--- src/design/stk_pkg.sv ---
`timescale 1ns / 1ps
`default_nettype none
// ----------------------------------------------------------------------------
// STK500 page programmer package
// Shared types and protocol constants.
// ----------------------------------------------------------------------------
package stk_pkg;

	localparam logic [1:0] OP_START = 2'd0;
	localparam logic [1:0] OP_PAGE  = 2'd1;
	localparam logic [1:0] OP_RX    = 2'd2;
	localparam logic [1:0] OP_TICK  = 2'd3;

	localparam logic [1:0] ST_BUSY  = 2'd0;
	localparam logic [1:0] ST_READY = 2'd1;
	localparam logic [1:0] ST_FAIL  = 2'd2;
	localparam logic [1:0] ST_DONE  = 2'd3;

	localparam logic [7:0] RESP_IN_SYNC = 8'h14;
	localparam logic [7:0] RESP_OK      = 8'h10;
	localparam logic [7:0] CMD_SYNC     = 8'h30;
	localparam logic [7:0] CRC_EOP      = 8'h20;
	localparam logic [7:0] CMD_ENTER    = 8'h50;
	localparam logic [7:0] CMD_ADDR     = 8'h55;
	localparam logic [7:0] CMD_PROG     = 8'h64;
	localparam logic [7:0] MEM_FLASH    = 8'h46;
	localparam logic [7:0] CMD_LEAVE    = 8'h51;
	localparam logic [15:0] TIMEOUT_RST = 16'd1000;

	// Transmit jobs handed from the front part to the back part.
	localparam logic [2:0] JOB_NONE  = 3'd0;
	localparam logic [2:0] JOB_SYNC  = 3'd1;
	localparam logic [2:0] JOB_ENTER = 3'd2;
	localparam logic [2:0] JOB_ADDR  = 3'd3;
	localparam logic [2:0] JOB_PROG  = 3'd4;
	localparam logic [2:0] JOB_LEAVE = 3'd5;

	typedef struct packed {
		logic [2:0]  kind;
		logic [1:0]  status;
		logic [15:0] addr;
		logic [5:0]  fill;
	} job_t;

endpackage
`default_nettype wire

--- src/design/stk500_page_programmer.sv ---
`timescale 1ns / 1ps
`default_nettype none
// ----------------------------------------------------------------------------
// STK500 page programmer
// Host side of the STK500v1 bootloader protocol with page buffering.
// ----------------------------------------------------------------------------
// The front part takes one item per cycle while the two-entry job queue has
// room and updates the protocol state at once. The back part turns each job
// into result items: it picks up the job, then emits its results in order,
// and inserts a fetch step before each page data byte and before the closing
// byte for the page buffer's registered read. A stalled result holds the back
// part. An item that sends nothing still yields one result item, marked last.
module stk500_page_programmer #(
	parameter int PAGE_BYTES = 32
) (
	input  wire logic        clk,
	input  wire logic        arst_n,
	input  wire logic        in_valid,
	output logic             in_stall,
	input  wire logic [1:0]  operation,
	input  wire logic [7:0]  value,
	input  wire logic        page_end,
	input  wire logic [15:0] total_size,
	output logic             out_valid,
	input  wire logic        out_stall,
	output logic             tx_valid,
	output logic [7:0]       tx_byte,
	output logic [1:0]       status,
	output logic             last,
	input  wire logic        cfg_valid,
	output logic             cfg_ready,
	input  wire logic [15:0] cfg_data
);
	localparam int AW = $clog2(PAGE_BYTES);

	logic [15:0]   timeout_q;
	logic          push, full, nempty, pop, we;
	stk_pkg::job_t push_job, head;
	logic [AW-1:0] waddr, raddr;
	logic [7:0]    rdata;

	assign cfg_ready = 1'b1;

	always_ff @(posedge clk or negedge arst_n) begin
		if (!arst_n) begin
			timeout_q <= stk_pkg::TIMEOUT_RST;
		end else if (cfg_valid) begin
			timeout_q <= cfg_data;
		end
	end

	stk_front #(.PAGE_BYTES(PAGE_BYTES)) u_front (
		.clk(clk), .arst_n(arst_n), .in_valid(in_valid), .in_stall(in_stall),
		.operation(operation), .value(value), .page_end(page_end),
		.total_size(total_size), .timeout_ticks(timeout_q),
		.job_valid(push), .job(push_job), .job_full(full),
		.ram_we(we), .ram_waddr(waddr)
	);

	stk_ram #(.WIDTH(8), .DEPTH(PAGE_BYTES)) u_ram (
		.clk(clk), .we(we), .waddr(waddr), .wdata(value),
		.raddr(raddr), .rdata(rdata)
	);

	stk_queue u_queue (
		.clk(clk), .arst_n(arst_n), .push(push), .push_job(push_job),
		.full(full), .not_empty(nempty), .head(head), .pop(pop)
	);

	stk_back #(.PAGE_BYTES(PAGE_BYTES)) u_back (
		.clk(clk), .arst_n(arst_n), .job_valid(nempty), .job(head),
		.job_pop(pop), .ram_raddr(raddr), .ram_rdata(rdata),
		.out_valid(out_valid), .out_stall(out_stall), .tx_valid(tx_valid),
		.tx_byte(tx_byte), .status(status), .last(last)
	);
endmodule
`default_nettype wire

--- src/design/stk_ram.sv ---
`timescale 1ns / 1ps
`default_nettype none
// ----------------------------------------------------------------------------
// Generic RAM
// One write port, one read port with registered read data.
// ----------------------------------------------------------------------------
module stk_ram #(
	parameter int WIDTH = 8,
	parameter int DEPTH = 32
) (
	input  wire logic                     clk,
	input  wire logic                     we,
	input  wire logic [$clog2(DEPTH)-1:0] waddr,
	input  wire logic [WIDTH-1:0]         wdata,
	input  wire logic [$clog2(DEPTH)-1:0] raddr,
	output logic      [WIDTH-1:0]         rdata
);
	logic [WIDTH-1:0] mem_q [DEPTH];

	always_ff @(posedge clk) begin
		if (we) begin
			mem_q[waddr] <= wdata;
		end
		rdata <= mem_q[raddr];
	end
endmodule
`default_nettype wire

--- src/design/stk_front.sv ---
`timescale 1ns / 1ps
`default_nettype none
// ----------------------------------------------------------------------------
// STK500 front part
// Accepts items, runs the protocol state and writes page bytes.
// ----------------------------------------------------------------------------
module stk_front #(
	parameter int PAGE_BYTES = 32
) (
	input  wire logic                          clk,
	input  wire logic                          arst_n,
	input  wire logic                          in_valid,
	output logic                               in_stall,
	input  wire logic [1:0]                    operation,
	input  wire logic [7:0]                    value,
	input  wire logic                          page_end,
	input  wire logic [15:0]                   total_size,
	input  wire logic [15:0]                   timeout_ticks,
	output logic                               job_valid,
	output stk_pkg::job_t                      job,
	input  wire logic                          job_full,
	output logic                               ram_we,
	output logic [$clog2(PAGE_BYTES)-1:0]      ram_waddr
);
	localparam int AW = $clog2(PAGE_BYTES);
	localparam logic [5:0] PAGE_MAX = 6'(PAGE_BYTES);

	localparam logic [3:0] PH_IDLE       = 4'd0;
	localparam logic [3:0] PH_WAIT_SYNC  = 4'd1;
	localparam logic [3:0] PH_WAIT_PROG  = 4'd2;
	localparam logic [3:0] PH_READY      = 4'd3;
	localparam logic [3:0] PH_WAIT_ADDR  = 4'd4;
	localparam logic [3:0] PH_WAIT_PAGE  = 4'd5;
	localparam logic [3:0] PH_WAIT_LEAVE = 4'd6;
	localparam logic [3:0] PH_FAILED     = 4'd7;
	localparam logic [3:0] PH_DONE       = 4'd8;

	logic [3:0]  phase_q, phase_d;
	logic [15:0] addr_q, addr_d, rem_q, rem_d, ticks_q, ticks_d;
	logic [5:0]  fill_q, fill_d, fill_new;
	logic        rcnt_q, rcnt_d, fok_q, fok_d;
	logic        waiting, done_ev, ok;
	logic [2:0]  kind;
	logic        take;

	assign in_stall = job_full;
	assign take = in_valid && !job_full;
	assign waiting = (phase_q == PH_WAIT_SYNC) || (phase_q == PH_WAIT_PROG) ||
		(phase_q == PH_WAIT_ADDR) || (phase_q == PH_WAIT_PAGE) ||
		(phase_q == PH_WAIT_LEAVE);
	assign fill_new = (fill_q < PAGE_MAX) ? fill_q + 6'd1 : fill_q;
	assign ram_we = take && (operation == stk_pkg::OP_PAGE) && (phase_q == PH_READY) &&
		(fill_q < PAGE_MAX);
	assign ram_waddr = fill_q[AW-1:0];

	always_comb begin
		phase_d = phase_q;
		addr_d = addr_q;
		rem_d = rem_q;
		ticks_d = ticks_q;
		fill_d = fill_q;
		rcnt_d = rcnt_q;
		fok_d = fok_q;
		kind = stk_pkg::JOB_NONE;
		done_ev = 1'b0;
		ok = 1'b0;
		unique case (operation)
			stk_pkg::OP_START: begin
				rem_d = total_size;
				addr_d = '0;
				fill_d = '0;
				rcnt_d = 1'b0;
				fok_d = 1'b0;
				ticks_d = '0;
				kind = stk_pkg::JOB_SYNC;
				phase_d = PH_WAIT_SYNC;
			end
			stk_pkg::OP_PAGE: begin
				if (phase_q == PH_READY) begin
					fill_d = fill_new;
					if (page_end) begin
						kind = stk_pkg::JOB_ADDR;
						rem_d = (rem_q > {10'd0, fill_new}) ? rem_q - {10'd0, fill_new} : '0;
						rcnt_d = 1'b0;
						fok_d = 1'b0;
						ticks_d = '0;
						phase_d = PH_WAIT_ADDR;
					end
				end
			end
			stk_pkg::OP_RX: begin
				if (waiting) begin
					if (!rcnt_q) begin
						fok_d = (value == stk_pkg::RESP_IN_SYNC);
						rcnt_d = 1'b1;
					end else begin
						done_ev = 1'b1;
						ok = fok_q && (value == stk_pkg::RESP_OK);
					end
				end
			end
			default: begin
				if (waiting) begin
					if (ticks_q >= timeout_ticks) begin
						done_ev = 1'b1;
					end else begin
						ticks_d = ticks_q + 16'd1;
					end
				end
			end
		endcase
		if (done_ev) begin
			rcnt_d = 1'b0;
			fok_d = 1'b0;
			ticks_d = '0;
			unique case (phase_q)
				PH_WAIT_SYNC: begin
					kind = stk_pkg::JOB_ENTER;
					phase_d = PH_WAIT_PROG;
				end
				PH_WAIT_PROG: phase_d = ok ? PH_READY : PH_FAILED;
				PH_WAIT_ADDR: begin
					if (ok) begin
						kind = stk_pkg::JOB_PROG;
						phase_d = PH_WAIT_PAGE;
					end else begin
						phase_d = PH_FAILED;
					end
				end
				PH_WAIT_PAGE: begin
					if (!ok) begin
						phase_d = PH_FAILED;
					end else if (rem_q != 16'd0) begin
						addr_d = addr_q + {11'd0, fill_q[5:1]};
						fill_d = '0;
						phase_d = PH_READY;
					end else begin
						fill_d = '0;
						kind = stk_pkg::JOB_LEAVE;
						phase_d = PH_WAIT_LEAVE;
					end
				end
				default: phase_d = PH_DONE;
			endcase
		end
	end

	always_comb begin
		job.kind = kind;
		job.addr = addr_q;
		job.fill = fill_d;
		if (operation == stk_pkg::OP_PAGE && kind == stk_pkg::JOB_ADDR) begin
			job.fill = fill_new;
		end
		if (kind == stk_pkg::JOB_PROG) begin
			job.fill = fill_q;
		end
		unique case (phase_d)
			PH_READY:  job.status = stk_pkg::ST_READY;
			PH_FAILED: job.status = stk_pkg::ST_FAIL;
			PH_DONE:   job.status = stk_pkg::ST_DONE;
			default:   job.status = stk_pkg::ST_BUSY;
		endcase
	end
	assign job_valid = take;

	always_ff @(posedge clk or negedge arst_n) begin
		if (!arst_n) begin
			phase_q <= PH_IDLE;
			addr_q <= '0;
			rem_q <= '0;
			ticks_q <= '0;
			fill_q <= '0;
			rcnt_q <= 1'b0;
			fok_q <= 1'b0;
		end else if (take) begin
			phase_q <= phase_d;
			addr_q <= addr_d;
			rem_q <= rem_d;
			ticks_q <= ticks_d;
			fill_q <= fill_d;
			rcnt_q <= rcnt_d;
			fok_q <= fok_d;
		end
	end
endmodule
`default_nettype wire

--- src/design/stk_queue.sv ---
`timescale 1ns / 1ps
`default_nettype none
// ----------------------------------------------------------------------------
// STK500 job queue
// Two-entry queue of transmit jobs between the front and back parts.
// ----------------------------------------------------------------------------
module stk_queue (
	input  wire logic          clk,
	input  wire logic          arst_n,
	input  wire logic          push,
	input  wire stk_pkg::job_t push_job,
	output logic               full,
	output logic               not_empty,
	output stk_pkg::job_t      head,
	input  wire logic          pop
);
	stk_pkg::job_t slot_q [2];
	logic          wp_q, rp_q;
	logic [1:0]    cnt_q;

	assign full = (cnt_q == 2'd2);
	assign not_empty = (cnt_q != 2'd0);
	assign head = slot_q[rp_q];

	always_ff @(posedge clk) begin
		if (push) begin
			slot_q[wp_q] <= push_job;
		end
	end

	always_ff @(posedge clk or negedge arst_n) begin
		if (!arst_n) begin
			wp_q <= 1'b0;
			rp_q <= 1'b0;
			cnt_q <= '0;
		end else begin
			if (push) begin
				wp_q <= ~wp_q;
			end
			if (pop) begin
				rp_q <= ~rp_q;
			end
			cnt_q <= cnt_q + {1'b0, push} - {1'b0, pop};
		end
	end
endmodule
`default_nettype wire

--- src/design/stk_back.sv ---
`timescale 1ns / 1ps
`default_nettype none
// ----------------------------------------------------------------------------
// STK500 back part
// Expands one job at a time into its transmit bytes as result items.
// ----------------------------------------------------------------------------
module stk_back #(
	parameter int PAGE_BYTES = 32
) (
	input  wire logic                     clk,
	input  wire logic                     arst_n,
	input  wire logic                     job_valid,
	input  wire stk_pkg::job_t            job,
	output logic                          job_pop,
	output logic [$clog2(PAGE_BYTES)-1:0] ram_raddr,
	input  wire logic [7:0]               ram_rdata,
	output logic                          out_valid,
	input  wire logic                     out_stall,
	output logic                          tx_valid,
	output logic [7:0]                    tx_byte,
	output logic [1:0]                    status,
	output logic                          last
);
	localparam int AW = $clog2(PAGE_BYTES);

	// Step index within a job; data bytes of a page occupy steps 4 onward.
	logic [6:0] step_q;
	logic       busy_q;
	logic       fetch_q;
	logic [7:0] byte_c;
	logic       last_c, ov_q, adv;
	logic [6:0] dstep;

	assign dstep = step_q - 7'd4;
	assign ram_raddr = dstep[AW-1:0];
	assign adv = busy_q && !fetch_q && (!ov_q || !out_stall);

	always_comb begin
		byte_c = 8'h00;
		last_c = 1'b1;
		unique case (job.kind)
			stk_pkg::JOB_SYNC: begin
				byte_c = (step_q == 7'd0) ? stk_pkg::CMD_SYNC : stk_pkg::CRC_EOP;
				last_c = (step_q == 7'd1);
			end
			stk_pkg::JOB_ENTER: begin
				byte_c = (step_q == 7'd0) ? stk_pkg::CMD_ENTER : stk_pkg::CRC_EOP;
				last_c = (step_q == 7'd1);
			end
			stk_pkg::JOB_LEAVE: begin
				byte_c = (step_q == 7'd0) ? stk_pkg::CMD_LEAVE : stk_pkg::CRC_EOP;
				last_c = (step_q == 7'd1);
			end
			stk_pkg::JOB_ADDR: begin
				case (step_q[1:0])
					2'd0: byte_c = stk_pkg::CMD_ADDR;
					2'd1: byte_c = job.addr[7:0];
					2'd2: byte_c = job.addr[15:8];
					default: byte_c = stk_pkg::CRC_EOP;
				endcase
				last_c = (step_q == 7'd3);
			end
			stk_pkg::JOB_PROG: begin
				last_c = 1'b0;
				if (step_q == 7'd0) begin
					byte_c = stk_pkg::CMD_PROG;
				end else if (step_q == 7'd1) begin
					byte_c = 8'h00;
				end else if (step_q == 7'd2) begin
					byte_c = {2'b00, job.fill};
				end else if (step_q == 7'd3) begin
					byte_c = stk_pkg::MEM_FLASH;
				end else if (dstep < {1'b0, job.fill}) begin
					byte_c = ram_rdata;
				end else begin
					byte_c = stk_pkg::CRC_EOP;
					last_c = 1'b1;
				end
			end
			default: begin
				byte_c = 8'h00;
				last_c = 1'b1;
			end
		endcase
	end

	assign job_pop = adv && last_c;
	assign out_valid = ov_q;

	always_ff @(posedge clk or negedge arst_n) begin
		if (!arst_n) begin
			step_q <= '0;
			busy_q <= 1'b0;
			fetch_q <= 1'b0;
			ov_q <= 1'b0;
		end else begin
			if (ov_q && !out_stall) begin
				ov_q <= 1'b0;
			end
			if (!busy_q) begin
				if (job_valid) begin
					busy_q <= 1'b1;
					step_q <= '0;
				end
			end else if (fetch_q) begin
				fetch_q <= 1'b0;
			end else if (adv) begin
				ov_q <= 1'b1;
				if (last_c) begin
					busy_q <= 1'b0;
					step_q <= '0;
				end else begin
					step_q <= step_q + 7'd1;
					fetch_q <= (job.kind == stk_pkg::JOB_PROG) && (step_q >= 7'd3);
				end
			end
		end
	end

	always_ff @(posedge clk) begin
		if (adv) begin
			tx_valid <= (job.kind != stk_pkg::JOB_NONE);
			tx_byte <= byte_c;
			status <= job.status;
			last <= last_c;
		end
	end
endmodule
`default_nettype wire

--- config.mk ---
export PLATFORM = sky130hd
export DESIGN_NAME = stk500_page_programmer
export DESIGN_NICKNAME = d
export VERILOG_FILES = /design/src/design/stk_pkg.sv /design/src/design/stk500_page_programmer.sv /design/src/design/stk_ram.sv /design/src/design/stk_front.sv /design/src/design/stk_queue.sv /design/src/design/stk_back.sv
export SDC_FILE = /design/constraint.sdc
export NUM_CORES = 1
export LEC_CHECK = 0
export BUFFER_PORTS_ARGS = -buffer_cell sky130_fd_sc_hd__buf_2
export CORE_UTILIZATION = 67
export DETAILED_ROUTE_END_ITERATION = 10
export PLACE_DENSITY_LB_ADDON = 0.12
export SETUP_SLACK_MARGIN = 0.5
export SKIP_LAST_GASP = 1
export SLEW_MARGIN = 20
export SYNTH_ARGS = -nofsm -noshare
export SYNTH_HDL_FRONTEND = slang
export SYNTH_SLANG_ARGS = --single-unit
--- constraint.sdc ---
create_clock -name clk -period 5.94 [get_ports clk]
set_clock_uncertainty 0.1 [all_clocks]
set_input_delay 1.188 -clock clk [delete_from_list [all_inputs] [get_ports clk]]
set_output_delay 1.188 -clock clk [all_outputs]
set_load 0.02 [all_outputs]
== Word level (Yosys, flattened, before mapping) ==
Memory sizes are Yosys's and may differ from the RTL's. A register that Yosys moved wholly into a read port is not among the register bits.
Cells that the tools add are included.
Widths: inputs -> output; s select.
Operators by class
  add/sub/neg operators: 8
  magnitude comparators: 5
  equal/unequal tests: 36
  multiplexer cells: 95
  bitwise logic cells: 2
  reductions and logical operators: 37
Operator list (number)
  $mux 16: 13
  $mux 7: 7
  $pmux 16 s3: 1
  $mux 6: 7
  $mux 8: 5
  $pmux 8 s5: 1
  $mux 1: 35
  $pmux 16 s2: 1
  $pmux 8 s3: 1
  $mux 3: 7
  $add 16x1->16 const B: 1
  $add 16x5->16: 1
  $eq 4x3->1 const B: 4
  $eq 8x5->1 const B: 2
  $ge 16x16->1: 1
  $gt 16x6->1: 1
  $mux 4: 4
  $pmux 4 s4: 1
  $reduce_bool 16->1: 1
  $sub 16x6->16: 1
  $eq 7x2->1 const B: 2
  $eq 4x2->1 const B: 3
  $pmux 6 s2: 1
  $reduce_and 6->1: 2
  other kinds (44): 80
Word-level totals
  register bits: 102
  bits in writable memories: 310
  input port bits: 48
  output and inout bits: 15
  logic and storage cells: 204
  memories: 2
Memory list
  u_ram.mem_q: depth 32, bits a word 8, read ports 1, clocked after memory_dff 1, wr ports 1, line stk_ram.sv:18  | logic [WIDTH-1:0] mem_q [DEPTH];
  u_queue.slot_q: depth 2, bits a word 27, read ports 1, clocked after memory_dff 0, wr ports 1, line stk_queue.sv:17  | stk_pkg::job_t slot_q [2];

== Depth between registers and ports, before layout ==
  depth after elaboration: 14
  mapped depth: 17
  depth with buffers taken out: 14

== By module ==
Synthesis repeated with hierarchy kept, for this count alone.
Unflattened totals
  cells, all modules: 1318
  area total of the unflattened synthesis: 19333.5 um^2
By module, submodules not included
  stk_ram: instances 1, cells each 417, area an instance 10053.4 um^2, sequential area each 7847.5 um^2
  stk_front: instances 1, cells each 572, area an instance 4623.2 um^2, sequential area each 1501.4 um^2
  stk_queue: instances 1, cells each 99, area an instance 2247.2 um^2, sequential area each 1721.7 um^2
  stk_back: instances 1, cells each 194, area an instance 1741.7 um^2, sequential area each 610.6 um^2
  stk500_page_programmer: instances 1, cells each 36, area an instance 668.1 um^2, sequential area each 407.9 um^2

== Worst setup path after synthesis ==
OpenSTA, ideal clock, no wires.
  path type: reg2reg
  from: register u_queue.rp_q
  to: register u_queue.cnt_q[1]
  setup time: 123 ps
  arrival time: 3492 ps
  required time: 5717 ps
  path slack: 2224 ps
  stages on the path, launching flop included: 17
  buffers on the path: 3
  period minus slack after synthesis: 3716 ps
  cell sequence: dfrtp_1 -> buf_2 -> buf_1 -> clkbuf_1 -> mux2i_1 -> ha_1 -> o21a_1 -> o21a_1 -> o2111ai_1 -> a41oi_1 -> nor2_1 -> nor2_1 -> ha_1 -> inv_1 -> ha_1 -> xnor2_1 -> xnor2_1
Between the ends
  word-level cells in the longest chain between the ends: 10
  elaborated cells between the ends (all ways): 16
  those cells by class: add/sub (1); order compare (1); eq/ne (5); mux (6); reduce/logical (2); memory (1)
RTL lines
  start: declaration: line stk_queue.sv:18  | logic wp_q, rp_q;
  start signal: assignment: line stk_queue.sv:41  | rp_q <= ~rp_q;
  $mem_v2 2x27 (*)
  $lt 7x6->1: line stk_back.sv:73  | end else if (dstep < {1'b0, job.fill}) begin
  $mux 1: line stk_back.sv:73
  $mux 1: line stk_back.sv:71  | end else if (step_q == 7'd3) begin
  $mux 1: line stk_back.sv:69  | end else if (step_q == 7'd2) begin
  $mux 1: line stk_back.sv:67  | end else if (step_q == 7'd1) begin
  $mux 1: line stk_back.sv:65  | if (step_q == 7'd0) begin
  $pmux 1 s3 (*): line stk_back.sv:41  | unique case (job.kind)
  $logic_and 1x1->1 (*): line stk_back.sv:87  | assign job_pop = adv && last_c;
  net pop: line stk500_page_programmer.sv:37  | logic push, full, nempty, pop, we;
  $sub 2x1->2 (*): line stk_queue.sv:43  | cnt_q <= cnt_q + {1'b0, push} - {1'b0, pop};
  end signal: assignment: line stk_queue.sv:43
  end: declaration: line stk_queue.sv:19  | logic [1:0] cnt_q;
The timed path passes the listed nets; every way through them passes the cells marked *.
A chain may end at the register's enable or synchronous reset.

== Final worst setup path ==
  from: register u_back.step_q[2]
  to: register u_queue.cnt_q[1]
Between the ends
  word-level cells in the longest chain between the ends: 10
  elaborated cells between the ends (all ways): 14
  those cells by class: add/sub (2); order compare (1); eq/ne (3); mux (6); reduce/logical (2)
RTL lines
  start: declaration: line stk_back.sv:27  | logic [6:0] step_q;
  start signal: assignment: line stk_back.sv:113  | step_q <= step_q + 7'd1;
  $sub 7x3->7: line stk_back.sv:34  | assign dstep = step_q - 7'd4;
  $lt 7x6->1: line stk_back.sv:73
  $mux 1: line stk_back.sv:73
  $mux 1: line stk_back.sv:71
  $mux 1: line stk_back.sv:69
  $mux 1: line stk_back.sv:67
  $mux 1: line stk_back.sv:65
  $pmux 1 s3 (*): line stk_back.sv:41
  $logic_and 1x1->1 (*): line stk_back.sv:87
  net pop: line stk500_page_programmer.sv:37
  $sub 2x1->2 (*): line stk_queue.sv:43
Marked as above.

==> flow_metrics.py <==
metrics = {
    "status": {
        "status": "finished, final reports clean",
    },
    "power_and_ir_drop": {
        "pwr-share-comb_pct": 26.9,
        "peakVddDrop_mv": 0.250,
        "p_leak_nw": 7.41,
        "pwr-share-clk_pct": 30.7,
        "totalPowerFinal_w": 0.00899,
        "p_sw_w": 0.00280,
        "cell_internal_pwr_w": 0.00620,
        "switch_share_pct": 31.1,
        "p_per_area_nw_per_um2": 432,
        "sequentialPowerShare_pct": 42.4,
    },
    "die": {
        "boundaryPins": 63,
        "die-area_sq_um": 28700,
        "core_area_sq_um": 27200,
        "core.rowCount": 60,
        "floorplan.die.width_microns": 169,
        "floorplan.initialDensity_pct": 69.0,
        "dieHeight_microns": 169,
    },
    "worst_setup_path": {
        "most_frequent_cp_cell": "ha_1",
        "critPathBufInv": 3,
        "series_of_cell_instances_along_the_critical_path": "inv_1 -> ha_1 -> xor2_2 -> buf_4 -> ha_1 -> a21o_1 -> a21oi_1 -> a41oi_1 -> nor2_1 -> nor2_1 -> ha_1 -> inv_1 -> ha_1 -> xnor2_1 -> xnor2_1",
        "startpoint_kind_of_the_worst_setup_timing_path": "flop",
        "critical-path-slowest-cell": "dfrtp_1",
        "worst_path_largest_cell_delay_ps": 970,
        "critical_path_arrival_ps": 4500,
        "critical_path_required_ps": 6290,
        "crit_path_end_kind": "flop",
        "worst_path_dominant_cell_family": "adder cells",
        "timing.setup.critical_path_class": "reg2reg",
        "worst-path-max-fanout": 23,
    },
    "place": {
        "placed_cells_incl_taps": 1704,
        "gp_routability_congestion": 0.947,
        "post_dp_cell_area_sq_um": 19400,
        "hpwl_after_detailed_placement_microns": 27400,
        "numPortBuffers": 61,
    },
    "route": {
        "detailroute.via_count": 11800,
        "detail_route.first_pass.iterations": 7,
        "postRouteWirelength_microns": 43800,
        "ant_nets": 0,
        "routed_wire_length_per_instance_microns": 24.6,
        "drtIter0Drc": 1458,
        "post-route-drc-count": 0,
        "detail_route.vias_per_cell": 6.65,
    },
    "layout": {
        "mostFrequentLayoutCells": "edfxtp_1 (322), nand2_1 (137), nor2_1 (93), dfrtp_1 (82), mux4_2 (80)",
        "layout.filler_cells": 1594,
        "final_core_util_pct": 76.5,
        "diodes": 0,
        "finalNonFillerCells": 1780,
        "finish.net_count": 1470,
        "area.growth.synth_to_final_pct": 11.0,
        "layout_commonest_cell": "edfxtp_1",
        "final_area_sq_um": 20800,
        "final_layout_size_suffix_gt1_share_pct": 19.2,
    },
    "synthesis": {
        "post_synth_inst_count": 1315,
        "synthDominantCellAreaShare_pct": 51.6,
        "sequential_cell_area_fraction_in_the_yosys_report_pct": 64.5,
        "distinct_cells_synth": 85,
        "synth_top_cells_by_area": "edfxtp_1 (52%), dfrtp_1 (11%), mux4_2 (9.6%)",
        "synth_area_leader_cell": "edfxtp_1",
        "synth_fp_nets": 1410,
        "synth_ff_type": "edfxtp_1",
        "synth_warnings": 0,
        "ys_async_sr_fraction_pct": 21.4,
        "post_synth.cell_area_avg_sq_um": 14.3,
        "ys_seq_elements": 420,
        "synthesis.area_sq_um": 18700,
        "number_of_enable_flip_flop_cells_after_synthesis": 322,
    },
    "clock_network": {
        "cts.repair.resized": 0,
        "clock_latency_on_the_worst_skew_pair_ps": 550,
        "cts_hold_buffers": 0,
        "clkSinkCount": 420,
        "cts_root_buf": "clkbuf_16",
        "h_tree_depth": 2,
        "post-cts-setup-buffer-count": 0,
        "clk_pin_slew_ps": 60,
        "ctsLongestPathBuffers": 3,
        "cts_buffers": 41,
        "cts_tree": "yes",
    },
    "timing": {
        "max_freq_mhz": 241,
        "timing.final.hold_violations": 0,
        "max_slew_vio_count": 0,
        "grt_setup_unrepaired": "no",
        "timing.final.crit_share_pct": 69.8,
        "slew_headroom_pct": 36.4,
        "timing.final.crit_period_ps": 4150,
        "tns_ps": 0,
        "timing.final.setup_violations": 0,
        "timing_worst_slew_pin_value_ps": 953,
    },
    "grt": {
        "antenna_found_initial": 0,
        "grt_util_all_layers_pct": 31.8,
        "global_route.overflow_total": 0,
        "grt_first_pass_wirelength_microns": 67600,
        "via_count_of_the_first_global_routing_pass": 11500,
        "grt_max_degree": 51,
    },
    "worst_hold_path": {
        "hold_path.class": "reg2reg",
    },
    "job": {
        "max_cap_violations": 0,
    },
}
==> synth_stat cells, types with 6 or more instances <==
| cell type | n |
|---|---|
| mux2_2 | 25 |
| a31oi_1 | 10 |
| o31ai_1 | 6 |
| a21o_1 | 6 |
| a22o_1 | 7 |
| a21oi_1 | 61 |
| xor2_1 | 7 |
| nor2_1 | 94 |
| a22oi_1 | 7 |
| dfxtp_1 | 8 |
| nand2b_1 | 15 |
| o21a_1 | 8 |
| edfxtp_1 | 322 |
| ha_1 | 45 |
| nor3_1 | 26 |
| dfstp_2 | 6 |
| nand2_1 | 137 |
| clkbuf_1 | 39 |
| nor2b_1 | 9 |
| and3_1 | 7 |
| nand3_1 | 23 |
| xnor2_1 | 10 |
| nand4_1 | 13 |
| mux2i_1 | 12 |
| dfrtp_1 | 84 |
| or3_1 | 8 |
| inv_1 | 42 |
| o21ai_0 | 78 |
| buf_1 | 9 |
| o21ai_1 | 9 |
| o22ai_1 | 6 |
| mux4_2 | 80 |
==> per-layer routing <==
metal	GRT usage (%)	part of all wire, %
met5	0	0
met3	4.90	9.0
met1	45.0	39
met2	52.2	49
met4	9.24	2.9
==> final timing paths <==
| check | startpoint | slack (ps) | to | cells after the start |
|---|---|---|---|---|
| worst max-delay path | u_back.step_q[2]$_DFFE_PN0P_ | 1790 | u_queue.cnt_q[1]$_DFF_PN0_ | 15 |
| worst max register to register | u_back.step_q[2]$_DFFE_PN0P_ | 1790 | u_queue.cnt_q[1]$_DFF_PN0_ | 15 |
| min in group asynchronous | arst_n | 590 | u_back.step_q[5]$_DFFE_PN0P_ | 1 |
| worst min-delay path | u_back.out_valid$_DFF_PN0_ | 400 | u_back.out_valid$_DFF_PN0_ | 2 |
| max in group asynchronous | arst_n | 4140 | u_front.addr_q[11]$_DFFE_PN0P_ | 2 |
| worst min register to register | u_back.out_valid$_DFF_PN0_ | 400 | u_back.out_valid$_DFF_PN0_ | 2 |
==> power by group through the flow <==
stage               combinational, W  clock, W  sequential, W
global placement             0.00230         0        0.00385
CTS                          0.00240   0.00277        0.00381
detailed placement           0.00237         0        0.00386
finish                       0.00242   0.00276        0.00382
global route                 0.00261   0.00289        0.00385
floorplan                    0.00181         0        0.00375
==> area by class of cell <==
cell class	count	area (sq um)	area share, %
Timing Repair Buffer	74	405	1.95
Clock buffer	58	1130	5.43
Multi-Input combinational cell	795	6260	30.1
Tap cell	372	465	2.24
Clock inverter	18	290	1.40
Sequential cell	420	12100	58.1
Inverter	43	161	0.776
==> logic make-up after synthesis <==
kind of cell / Yosys count / synth area share, %
buf+inv: 100 / 2.23
compound gates: 247 / 8.19
flops: 420 / 64.5
simple gates: 365 / 9.24
other cells: 1 / 0.0200
mux: 118 / 11.8
xor+xnor: 17 / 0.794
fa+ha+maj: 47 / 3.22
==> through the flow <==
step / setup slack (ps) / hold slack (ps)
floorplan: 2220 / 334
global placement: 1700 / 350
detailed placement: 1580 / 381
CTS: 1630 / 409
global route: 1500 / 432
finish: 1790 / 400
==> worst min-delay path, cell delays in order, from the launching register on <==
cell,delay [ps]
dfrtp_1,340
nand2_1,70
nand2_1,60
==> flip-flops by register name, summed over array words and instances (netlist names), 2 cells and up <==
register and flops:
u_ram.mem_q 256, u_queue.slot_q 54, timeout_q 16, u_front.addr_q 16, u_front.rem_q 16, u_front.ticks_q 16
u_back.tx_byte 8, u_ram.rdata 8, u_back.step_q 7, u_front.fill_q 6, u_front.phase_q 4, u_back.status 2
u_queue.cnt_q 2
Note: power is estimated with default switching activity, not from simulation.
